==> config.mk <==
export PLATFORM = sky130hd
export DESIGN_NAME = pte_ctrl
export DESIGN_NICKNAME = d
export VERILOG_FILES = /design/src/rtl/assert_macros.svh /design/src/rtl/pte_pkg.sv /design/src/rtl/pte_ctrl.sv
export SDC_FILE = /design/constraint.sdc
export NUM_CORES = 1
export LEC_CHECK = 0
export ABC_AREA = 1
export BUFFER_PORTS_ARGS = -buffer_cell sky130_fd_sc_hd__buf_2
export CORE_AREA = 2 2 216 218
export DETAILED_ROUTE_END_ITERATION = 10
export DIE_AREA = 0 0 218 220
export PLACE_DENSITY = 0.74
export SLEW_MARGIN = 40
export SYNTH_ARGS = -nofsm -noshare
export SYNTH_HDL_FRONTEND = slang
export SYNTH_SLANG_ARGS = --single-unit
==> constraint.sdc <==
create_clock -name clk_i -period 17.5 [get_ports clk_i]
set_input_delay 3.5 -clock clk_i [delete_from_list [all_inputs] [get_ports clk_i]]
set_output_delay 3.5 -clock clk_i [all_outputs]
set_load 0.01 [all_outputs]
==> src/rtl/assert_macros.svh <==
// ----------------------------------------------------------------------------
// Assertion macros
// Concurrent assertion wrappers, compiled out under SYNTH.
// ----------------------------------------------------------------------------
`ifndef ASSERT_MACROS_SVH
`define ASSERT_MACROS_SVH
`ifndef SYNTH
`define ASSERT_IMPL(label, clk, rstn, prop, msg) \
  label: assert property (@(posedge clk) disable iff (!rstn) (prop)) else $error(msg);
`define ASSERT_NR(label, clk, prop, msg) \
  label: assert property (@(posedge clk) (prop)) else $error(msg);
`else
`define ASSERT_IMPL(label, clk, rstn, prop, msg)
`define ASSERT_NR(label, clk, prop, msg)
`endif
`endif

==> src/rtl/pte_pkg.sv <==
// ----------------------------------------------------------------------------
// Task table package
// Types and codes shared by the task table engine.
// ----------------------------------------------------------------------------
`default_nettype none
package pte_pkg;
  localparam int unsigned Slots   = 64;
  localparam int unsigned SlotW   = $clog2(Slots);
  localparam logic [15:0] PidLast = 16'd65534;

  typedef enum logic [3:0] {
    CMD_CREATE = 4'd0, CMD_TERM = 4'd1, CMD_EXIT = 4'd2, CMD_SET_STATE = 4'd3,
    CMD_SLEEP = 4'd4, CMD_WAKE = 4'd5, CMD_SET_CUR = 4'd6, CMD_LOOKUP = 4'd7,
    CMD_COUNT_ST = 4'd8, CMD_COUNT_ACT = 4'd9
  } cmd_e;

  localparam logic [2:0] StUnused   = 3'd0;
  localparam logic [2:0] StReady    = 3'd1;
  localparam logic [2:0] StRunning  = 3'd2;
  localparam logic [2:0] StSleeping = 3'd4;
  localparam logic [2:0] StZombie   = 3'd5;

  localparam logic [1:0] StatOk      = 2'd0;
  localparam logic [1:0] StatMissing = 2'd1;
  localparam logic [1:0] StatRefused = 2'd2;

  localparam logic [1:0] RegRealtime = 2'd0;
  localparam logic [1:0] RegHigh     = 2'd1;
  localparam logic [1:0] RegNormal   = 2'd2;
  localparam logic [1:0] RegLow      = 2'd3;

  typedef enum logic [2:0] {
    S_IDLE, S_SCAN, S_TERM_SWEEP, S_LOOKUP_RD, S_DONE
  } state_e;

  typedef struct packed {
    logic [3:0]  cmd;
    logic [15:0] target_pid;
    logic [2:0]  priority_req;
    logic [2:0]  new_state;
    logic signed [31:0] exit_value;
    logic [63:0] tick;
  } in_word_t;

  typedef struct packed {
    logic [1:0]  status;
    logic [15:0] result_pid;
    logic [2:0]  result_state;
    logic [15:0] result_parent;
    logic [2:0]  result_priority;
    logic [7:0]  result_slice;
    logic signed [31:0] result_exit;
    logic [6:0]  result_count;
  } out_word_t;

  typedef struct packed {
    logic [15:0] pid;
    logic        pid_ok;
    logic [2:0]  state;
    logic [15:0] parent;
    logic [2:0]  prio;
    logic [7:0]  dslice;
    logic [7:0]  slice;
    logic [31:0] exit_val;
    logic [63:0] wake;
  } entry_t;

  typedef struct packed {
    logic             we;
    logic [SlotW-1:0] addr;
    entry_t           data;
  } tbl_wr_t;
endpackage
`default_nettype wire

==> src/rtl/pte_ctrl.sv <==
// ----------------------------------------------------------------------------
// Task table sequencer
// Walks the slots one a cycle through the shared compare unit (wake updates
// slots as it goes), then writes back where needed and forms the result word.
// ----------------------------------------------------------------------------
`default_nettype none
module pte_ctrl (
  input  wire logic                   clk_i,
  input  wire logic                   rst_ni,
  input  wire logic                   in_valid_i,
  output logic                        in_stall_o,
  input  wire pte_pkg::in_word_t      in_data_i,
  output logic                        out_valid_o,
  input  wire logic                   out_stall_i,
  output pte_pkg::out_word_t          out_data_o,
  input  wire logic [7:0]             slice_rt_i,
  input  wire logic [7:0]             slice_hi_i,
  input  wire logic [7:0]             slice_no_i,
  input  wire logic [7:0]             slice_lo_i,
  output pte_pkg::tbl_wr_t            wr_o,
  output logic [pte_pkg::SlotW-1:0]   rd_addr_o,
  input  wire pte_pkg::entry_t        rd_data_i
);
  localparam int unsigned SlotW = pte_pkg::SlotW;
  localparam int unsigned IdxW  = SlotW + 1;

  pte_pkg::state_e state_q, state_d;
  pte_pkg::in_word_t req_q, req_d;
  pte_pkg::out_word_t res_q, res_d;
  logic [IdxW-1:0] idx_q, idx_d;
  logic [SlotW-1:0] hit_q, hit_d;
  logic            found_q, found_d;
  logic [15:0]     key_q, key_d;
  logic [7:0]      cnt_q, cnt_d;
  logic [15:0]     pid_ctr_q, pid_ctr_d;
  logic [15:0]     run_pid_q, run_pid_d;
  logic            run_vld_q, run_vld_d;
  logic            outv_q, outv_d;

  logic [SlotW-1:0] cur;
  logic match_pid, match_live;
  pte_pkg::entry_t e;
  logic [7:0] slice_sel;

  always_ff @(posedge clk_i or negedge rst_ni) begin
    if (!rst_ni) begin
      state_q   <= pte_pkg::S_IDLE;
      idx_q     <= '0;
      found_q   <= 1'b0;
      pid_ctr_q <= 16'd1;
      run_pid_q <= '0;
      run_vld_q <= 1'b1;
      outv_q    <= 1'b0;
      cnt_q     <= '0;
    end else begin
      state_q   <= state_d;
      idx_q     <= idx_d;
      found_q   <= found_d;
      pid_ctr_q <= pid_ctr_d;
      run_pid_q <= run_pid_d;
      run_vld_q <= run_vld_d;
      outv_q    <= outv_d;
      cnt_q     <= cnt_d;
    end
  end

  always_ff @(posedge clk_i) begin
    req_q <= req_d;
    res_q <= res_d;
    hit_q <= hit_d;
    key_q <= key_d;
  end

  assign cur = idx_q[SlotW-1:0] - SlotW'(1);
  assign e   = rd_data_i;
  assign match_pid  = e.pid_ok && e.pid == key_q;
  assign match_live = match_pid && e.state != pte_pkg::StUnused;

  always_comb begin
    unique case (req_q.priority_req)
      3'd0:    slice_sel = slice_rt_i;
      3'd1:    slice_sel = slice_hi_i;
      3'd3:    slice_sel = slice_lo_i;
      default: slice_sel = slice_no_i;
    endcase
  end

  assign in_stall_o  = state_q != pte_pkg::S_IDLE;
  assign out_valid_o = outv_q;
  assign out_data_o  = res_q;

  always_comb begin
    state_d = state_q; req_d = req_q; res_d = res_q; idx_d = idx_q;
    hit_d = hit_q; found_d = found_q; key_d = key_q;
    cnt_d = cnt_q; pid_ctr_d = pid_ctr_q; run_pid_d = run_pid_q;
    run_vld_d = run_vld_q; outv_d = outv_q;
    wr_o = '0; rd_addr_o = idx_q[SlotW-1:0];
    unique case (state_q)
      pte_pkg::S_IDLE: begin
        if (in_valid_i) begin
          req_d = in_data_i; res_d = '0; idx_d = '0; found_d = 1'b0;
          cnt_d = '0; key_d = in_data_i.target_pid;
          rd_addr_o = '0;
          priority case (pte_pkg::cmd_e'(in_data_i.cmd))
            pte_pkg::CMD_CREATE, pte_pkg::CMD_SET_STATE, pte_pkg::CMD_SLEEP,
            pte_pkg::CMD_LOOKUP, pte_pkg::CMD_WAKE, pte_pkg::CMD_COUNT_ST,
            pte_pkg::CMD_COUNT_ACT: begin
              state_d = pte_pkg::S_SCAN; idx_d = IdxW'(1);
            end
            pte_pkg::CMD_TERM: begin
              if (in_data_i.target_pid == '0) begin
                res_d.status = pte_pkg::StatRefused; state_d = pte_pkg::S_DONE;
              end else begin
                state_d = pte_pkg::S_SCAN; idx_d = IdxW'(1);
              end
            end
            pte_pkg::CMD_EXIT: begin
              if (!run_vld_q || run_pid_q == '0) begin
                res_d.status = pte_pkg::StatRefused; state_d = pte_pkg::S_DONE;
              end else begin
                key_d = run_pid_q;
                state_d = pte_pkg::S_SCAN; idx_d = IdxW'(1);
              end
            end
            pte_pkg::CMD_SET_CUR: begin
              run_pid_d = in_data_i.target_pid; run_vld_d = 1'b1;
              state_d = pte_pkg::S_DONE;
            end
            default: begin
              res_d.status = pte_pkg::StatRefused; state_d = pte_pkg::S_DONE;
            end
          endcase
        end
      end
      pte_pkg::S_SCAN: begin
        // slot cur data is on rd_data_i; idx_q is the next address
        idx_d = idx_q + IdxW'(1);
        unique case (pte_pkg::cmd_e'(req_q.cmd))
          pte_pkg::CMD_CREATE: begin
            if (!found_q && e.state == pte_pkg::StUnused) begin
              found_d = 1'b1; hit_d = cur;
            end
          end
          pte_pkg::CMD_TERM, pte_pkg::CMD_EXIT, pte_pkg::CMD_LOOKUP: begin
            if (!found_q && match_live) begin
              found_d = 1'b1; hit_d = cur;
            end
          end
          pte_pkg::CMD_SET_STATE, pte_pkg::CMD_SLEEP: begin
            if (!found_q && match_pid) begin
              found_d = 1'b1; hit_d = cur;
            end
          end
          pte_pkg::CMD_WAKE: begin
            if (e.state == pte_pkg::StSleeping && req_q.tick >= e.wake) begin
              wr_o.we = 1'b1; wr_o.addr = cur; wr_o.data = e;
              wr_o.data.state = pte_pkg::StReady; wr_o.data.slice = e.dslice;
              cnt_d = cnt_q + 8'd1;
            end
          end
          pte_pkg::CMD_COUNT_ST: begin
            if (e.state == req_q.new_state) cnt_d = cnt_q + 8'd1;
          end
          default: begin
            if (e.state != pte_pkg::StUnused) cnt_d = cnt_q + 8'd1;
          end
        endcase
        if (idx_q == IdxW'(pte_pkg::Slots)) begin
          state_d = pte_pkg::S_DONE;
          res_d.result_count = (cnt_d > 8'd127) ? 7'd127 : cnt_d[6:0];
          if (req_q.cmd == pte_pkg::CMD_WAKE || req_q.cmd == pte_pkg::CMD_COUNT_ST ||
              req_q.cmd == pte_pkg::CMD_COUNT_ACT) begin
            state_d = pte_pkg::S_DONE;
          end else begin
            res_d.result_count = '0;
            if (!found_d) begin
              res_d.status = pte_pkg::StatMissing;
            end else begin
              rd_addr_o = hit_d;
              state_d = pte_pkg::S_LOOKUP_RD;
            end
          end
        end
      end
      pte_pkg::S_LOOKUP_RD: begin
        // hit entry now on rd_data_i
        wr_o.addr = hit_q; wr_o.data = e;
        state_d = pte_pkg::S_DONE;
        unique case (pte_pkg::cmd_e'(req_q.cmd))
          pte_pkg::CMD_CREATE: begin
            wr_o.we = 1'b1;
            wr_o.data.pid = pid_ctr_q; wr_o.data.pid_ok = 1'b1;
            wr_o.data.parent = run_vld_q ? run_pid_q : 16'd0;
            wr_o.data.state = pte_pkg::StReady; wr_o.data.prio = req_q.priority_req;
            wr_o.data.exit_val = '0; wr_o.data.wake = '0;
            wr_o.data.dslice = slice_sel; wr_o.data.slice = slice_sel;
            res_d.result_pid = pid_ctr_q;
            pid_ctr_d = (pid_ctr_q >= pte_pkg::PidLast) ? 16'd1 : pid_ctr_q + 16'd1;
          end
          pte_pkg::CMD_SET_STATE: begin
            wr_o.we = 1'b1; wr_o.data.state = req_q.new_state;
          end
          pte_pkg::CMD_SLEEP: begin
            wr_o.we = 1'b1; wr_o.data.state = pte_pkg::StSleeping;
            wr_o.data.wake = req_q.tick;
          end
          pte_pkg::CMD_LOOKUP: begin
            res_d.result_pid = e.pid; res_d.result_state = e.state;
            res_d.result_parent = e.parent; res_d.result_priority = e.prio;
            res_d.result_slice = e.slice; res_d.result_exit = e.exit_val;
          end
          default: begin
            // terminate or exit: mark zombie, then sweep children
            wr_o.we = 1'b1; wr_o.data.state = pte_pkg::StZombie;
            wr_o.data.exit_val = req_q.exit_value;
            if (e.parent == key_q) wr_o.data.parent = '0;
            idx_d = IdxW'(1); rd_addr_o = '0;
            state_d = pte_pkg::S_TERM_SWEEP;
          end
        endcase
      end
      pte_pkg::S_TERM_SWEEP: begin
        idx_d = idx_q + IdxW'(1);
        if (cur != hit_q && e.parent == key_q && e.state != pte_pkg::StUnused) begin
          wr_o.we = 1'b1; wr_o.addr = cur; wr_o.data = e; wr_o.data.parent = '0;
        end
        if (idx_q == IdxW'(pte_pkg::Slots)) state_d = pte_pkg::S_DONE;
      end
      default: begin
        if (!outv_q) begin
          outv_d = 1'b1;
        end else if (!out_stall_i) begin
          outv_d = 1'b0; state_d = pte_pkg::S_IDLE;
        end
      end
    endcase
  end
endmodule
`default_nettype wire

Word-level counts from Yosys, hierarchy flattened
Cells that the tools add are included.
- bits in registers: 267
- input bits: 309
- output and inout port bits: 253
- logic and storage cells: 184
- $add $sub $neg: 4
- magnitude comparators: 3
- equal/unequal tests: 37
- multiplexer cells: 75
- reduce and logical (&&, ||, !) cells: 43
- operators with widths (kind ; number):
    $mux W158 ; 3
    $pmux W158 S3 ; 1
    $pmux W78 S2 ; 1
    $pmux W64 S2 ; 1
    $mux W87 ; 1
    $ge A64 B64 Y1 ; 1
    $mux W16 ; 4
    $pmux W16 S2 ; 2
    $pmux W32 S2 ; 1
    $mux W62 ; 1
    $mux W6 ; 8
    $pmux W8 S3 ; 2
    $mux W8 ; 5
    $pmux W6 S3 ; 2
    $mux W7 ; 5
    $eq A16 B16 Y1 ; 2
    $logic_not A16 Y1 ; 2
    $mux W3 ; 10
    $eq A4 B3 Y1 const B ; 7
    $pmux W3 S4 ; 2
    $pmux W7 S3 ; 1
    $mux W19 ; 1
    $mux W17 ; 1
    $add A16 B1 Y16 const B ; 1
    other kinds (44) ; 97

Logic depth before layout (Yosys ltp)
- depth in word-level cells: 11
- depth in mapped cells: 21
- depth with buffers taken out: 21

Worst setup path after synthesis
No wires, ideal clock.
- path type: input-to-reg
- start point: in in_valid_i
- end point: reg res_q (netlist bit out_data_o[69]), enable pin
- setup time: 0.340 ns
- data arrival time: 9.062 ns
- data required time: 17.160 ns
- setup slack: 8.097 ns
- stages: 3
- buffers on the path: 0
- cell sequence: nor2_1 a211oi_1 or2_2
- word-level cells in the longest chain between the ends: 2
- ends and longest elaborated chain (element ; RTL line ; source):
    from (decl) ; pte_ctrl.sv:10 ; input wire logic in_valid_i,
    $ne A2 B2 Y1 (no source line) ; -- ;
    $reduce_and A3 Y1 (no source line) ; -- ;
    to (signal assigned) ; pte_ctrl.sv:69 ; res_q <= res_d;
    to (decl) ; pte_ctrl.sv:29 ; pte_pkg::out_word_t res_q, res_d;
No other way between the ends.
A chain may end at the register's enable or synchronous reset.

==> summary.txt <==
status = finished, final reports clean
TritonRoute pass-1 iters = 5
Fmax achieved = 0.0918 GHz
synthesized flop and latch total = 267
Seq pwr share = 0.423
Setup Viol. Count Final = 0
Worst Clk Skew = 19.3 ps
grt met3 use = 0.0476
die height = 220 um
Max Slew Vio Count = 0
placed cell area = 20300 um2
Starting Density = 0.370
Clock Path Buffers = 3
standard-cell rows = 79
Setup TNS Final = 0 ps
DRC = 0
CTS Buf Count = 31
initial antenna violation count = 12
most frequent cells in the layout = 561 x buf_2, 502 x nand2_1, 270 x inv_1
WP data arrival = 7400 ps
crit path launch type = primary input
Core Util, Final = 0.465
Synth Area in Compound Gates = 0.169
M2 GR Usage = 0.445
initial detailed-routing violation count = 1410
core area = 45900 um2
post-synthesis sequential area ratio = 0.457
die width = 218 um
min cycle time layout = 10900 ps
combinational share of power = 0.313
total global routing overflow = 0
fraction of registers with async set/reset = 0.195
Main synth FF type = edfxtp_1
Hold Path Cell Cnt = 2
Slew HR = 0.448
power per cell area = 114 nW/um2
switching power = 0.896 mW
Final Hold Fails = 0
worst vdd ir = 0.0000772 V
first-pass GRT wire length = 94000 um
post-synthesis simple-gate area fraction = 0.218
drt via density = 5.22
EDFF count, synth = 215
Synth Instances = 2080
total track usage = 0.258
Mapped Area = 17000 um2
DRT Wirelength = 64700 um
routability cong. = 0.967
global routing's busiest layer = met2
dpl hpwl = 50100 um
largest family of logic cells by synthesized area = simple AND/OR/NAND/NOR gates
Worst EP required = 14000 ps
Via Count = 17000
Leak = 10.1 nW
adder and majority gate portion of the synthesized area = 0.0508
MaxCap Viol Count = 0
Synth Warn # = 0
root buffer cell = clkbuf_16
post-synthesis cell type count = 54
largest net degree at the start of global routing = 69
Worst Path Class, Setup = primary input to output port
post-route antenna net violation count = 0
Worst-Margin Slew = 828 ps
post-CTS setup repair buffer count = 0
fin crit share = 0.623
proportion of layout cells with a drive suffix above 1 = 0.285
Clock power frac = 0.264
M1 GR Usage = 0.297
post-synthesis mux area share = 0
total power = 2.42 mW
Hold Path Class = flop to flop
port bufs = 561
cell internal pwr = 1.52 mW
Post-Synth XOR/XNOR Area = 0.0160
CTS tree = yes
syn_area_per_cell = 8.17 um2
RSZ-0062 raised after global routing = false
leading cell type in the layout, fill and taps excluded = buf_2
clk sink count = 267
Gates resized, CTS repair = 0
final instance area = 21300 um2
Layout area overhead = 25.4%
clock-pin slew on the worst setup and hold paths = 60 ps
Die ar. = 48000 um2
Total Nets Final = 2985
crit end category = output port
IO Pins = 562
Reg2Reg Depth = 15
critical path peak fanout = 48
H-tree levels = 1
Sw Ratio = 0.370
CTS Hold Bufs = 0
Worst-Skew Late Latency = 590 ps
syn_nets = 2458
vias in the first global route = 15900
routed length per instance = 19.9 um
==> state kept, by name (all words and copies together), names as in the netlist <==
name	count
out_data_o	87
state_q	3
cnt_q	8
pid_ctr_q	16
req_q	106
out_valid_o	1
idx_q	7
key_q	16
found_q	1
hit_q	6
run_pid_q	16
==> synthesized netlist by cell type (10+ instances only) <==
| cell | count | area share |
|---|---|---|
| nor2_1 | 168 | 0.037 |
| o22ai_1 | 28 | 0.010 |
| clkbuf_1 | 59 | 0.013 |
| a21oi_1 | 98 | 0.029 |
| a22oi_1 | 23 | 0.010 |
| nor4_1 | 10 | 0.0037 |
| o21ai_0 | 207 | 0.061 |
| ha_1 | 69 | 0.051 |
| nor3_1 | 25 | 0.0074 |
| nand2_1 | 502 | 0.11 |
| nand3_1 | 106 | 0.031 |
| a211oi_1 | 12 | 0.0053 |
| o21ai_2 | 70 | 0.036 |
| xnor2_1 | 16 | 0.0083 |
| nand4_1 | 23 | 0.0085 |
| edfxtp_1 | 215 | 0.38 |
| xor2_1 | 15 | 0.0077 |
| inv_1 | 271 | 0.060 |
| inv_2 | 11 | 0.0024 |
| dfrtp_1 | 51 | 0.075 |
==> worst max-delay path, stage by stage <==
cell,delay (ps)
buf_2,100
inv_1,140
ha_1,270
a21oi_1,300
o21ai_0,160
nand2_1,90
nand3_1,70
nand2_1,80
nand2_1,50
nor2_1,160
nand2_4,140
nand4_4,160
nand2_4,300
inv_4,730
buf_4,700
o21ai_0,180
buf_2,180
==> path summary, 6_finish.rpt <==
path                       slack [ps]           from             to
max in group asynchronous       14080         rst_ni       cnt_q[5]
setup reg to reg                14240     req_q[118]  pid_ctr_q[13]
min in group asynchronous        2960         rst_ni  run_pid_q[12]
setup / recovery                 6600  rd_data_i[35]       wr_o[17]
hold / removal                    530   pid_ctr_q[0]   pid_ctr_q[0]
hold reg to reg                   530   pid_ctr_q[0]   pid_ctr_q[0]
==> metal layers <==
metal  wire length [um]  vias up
li1                   -     8096
met2              31000      914
met4               4150        6
met3               5610      167
met5                 35        -
met1              23900     7776
==> power by group through the flow <==
stage / logic, mW / clock network, mW / registers (mW)
floorplan: 0.410 / 0 / 1.07
CTS: 0.755 / 0.646 / 1.02
finish: 0.756 / 0.640 / 1.02
detailed placement: 0.750 / 0 / 1.03
global placement: 0.743 / 0 / 1.03
global route: 0.838 / 0.671 / 1.04
==> stage by stage <==
| step | cells | hold WS, ps | setup slack, ps |
|---|---|---|---|
| global placement | 3180 | 501 | 6390 |
| floorplan | 2080 | 472 | 8100 |
| finish | 3247 | 527 | 6600 |
| global route | 3245 | 541 | 6320 |
| CTS | 3239 | 524 | 6300 |
| detailed placement | 3181 | 511 | 6300 |
==> logic make-up after synthesis <==
kind of cell,Yosys count
adder cells (fa/ha/maj),69
AO/OA/AOI/OAI,474
AND/OR/NAND/NOR,873
buffers and inverters,366
XOR/XNOR,31
flip-flops,267
==> layout make-up <==
class	instances	area (um2)
tap	607	759
clock buffer	39	826
timing repair buffer	577	2960
clock inverter	19	151
sequential	267	7760
antenna	8	20.0
multi-input combinational	1447	7770
inverter	283	1070
fill	4525	24600
No activity file was read; power rests on OpenSTA's default activity.
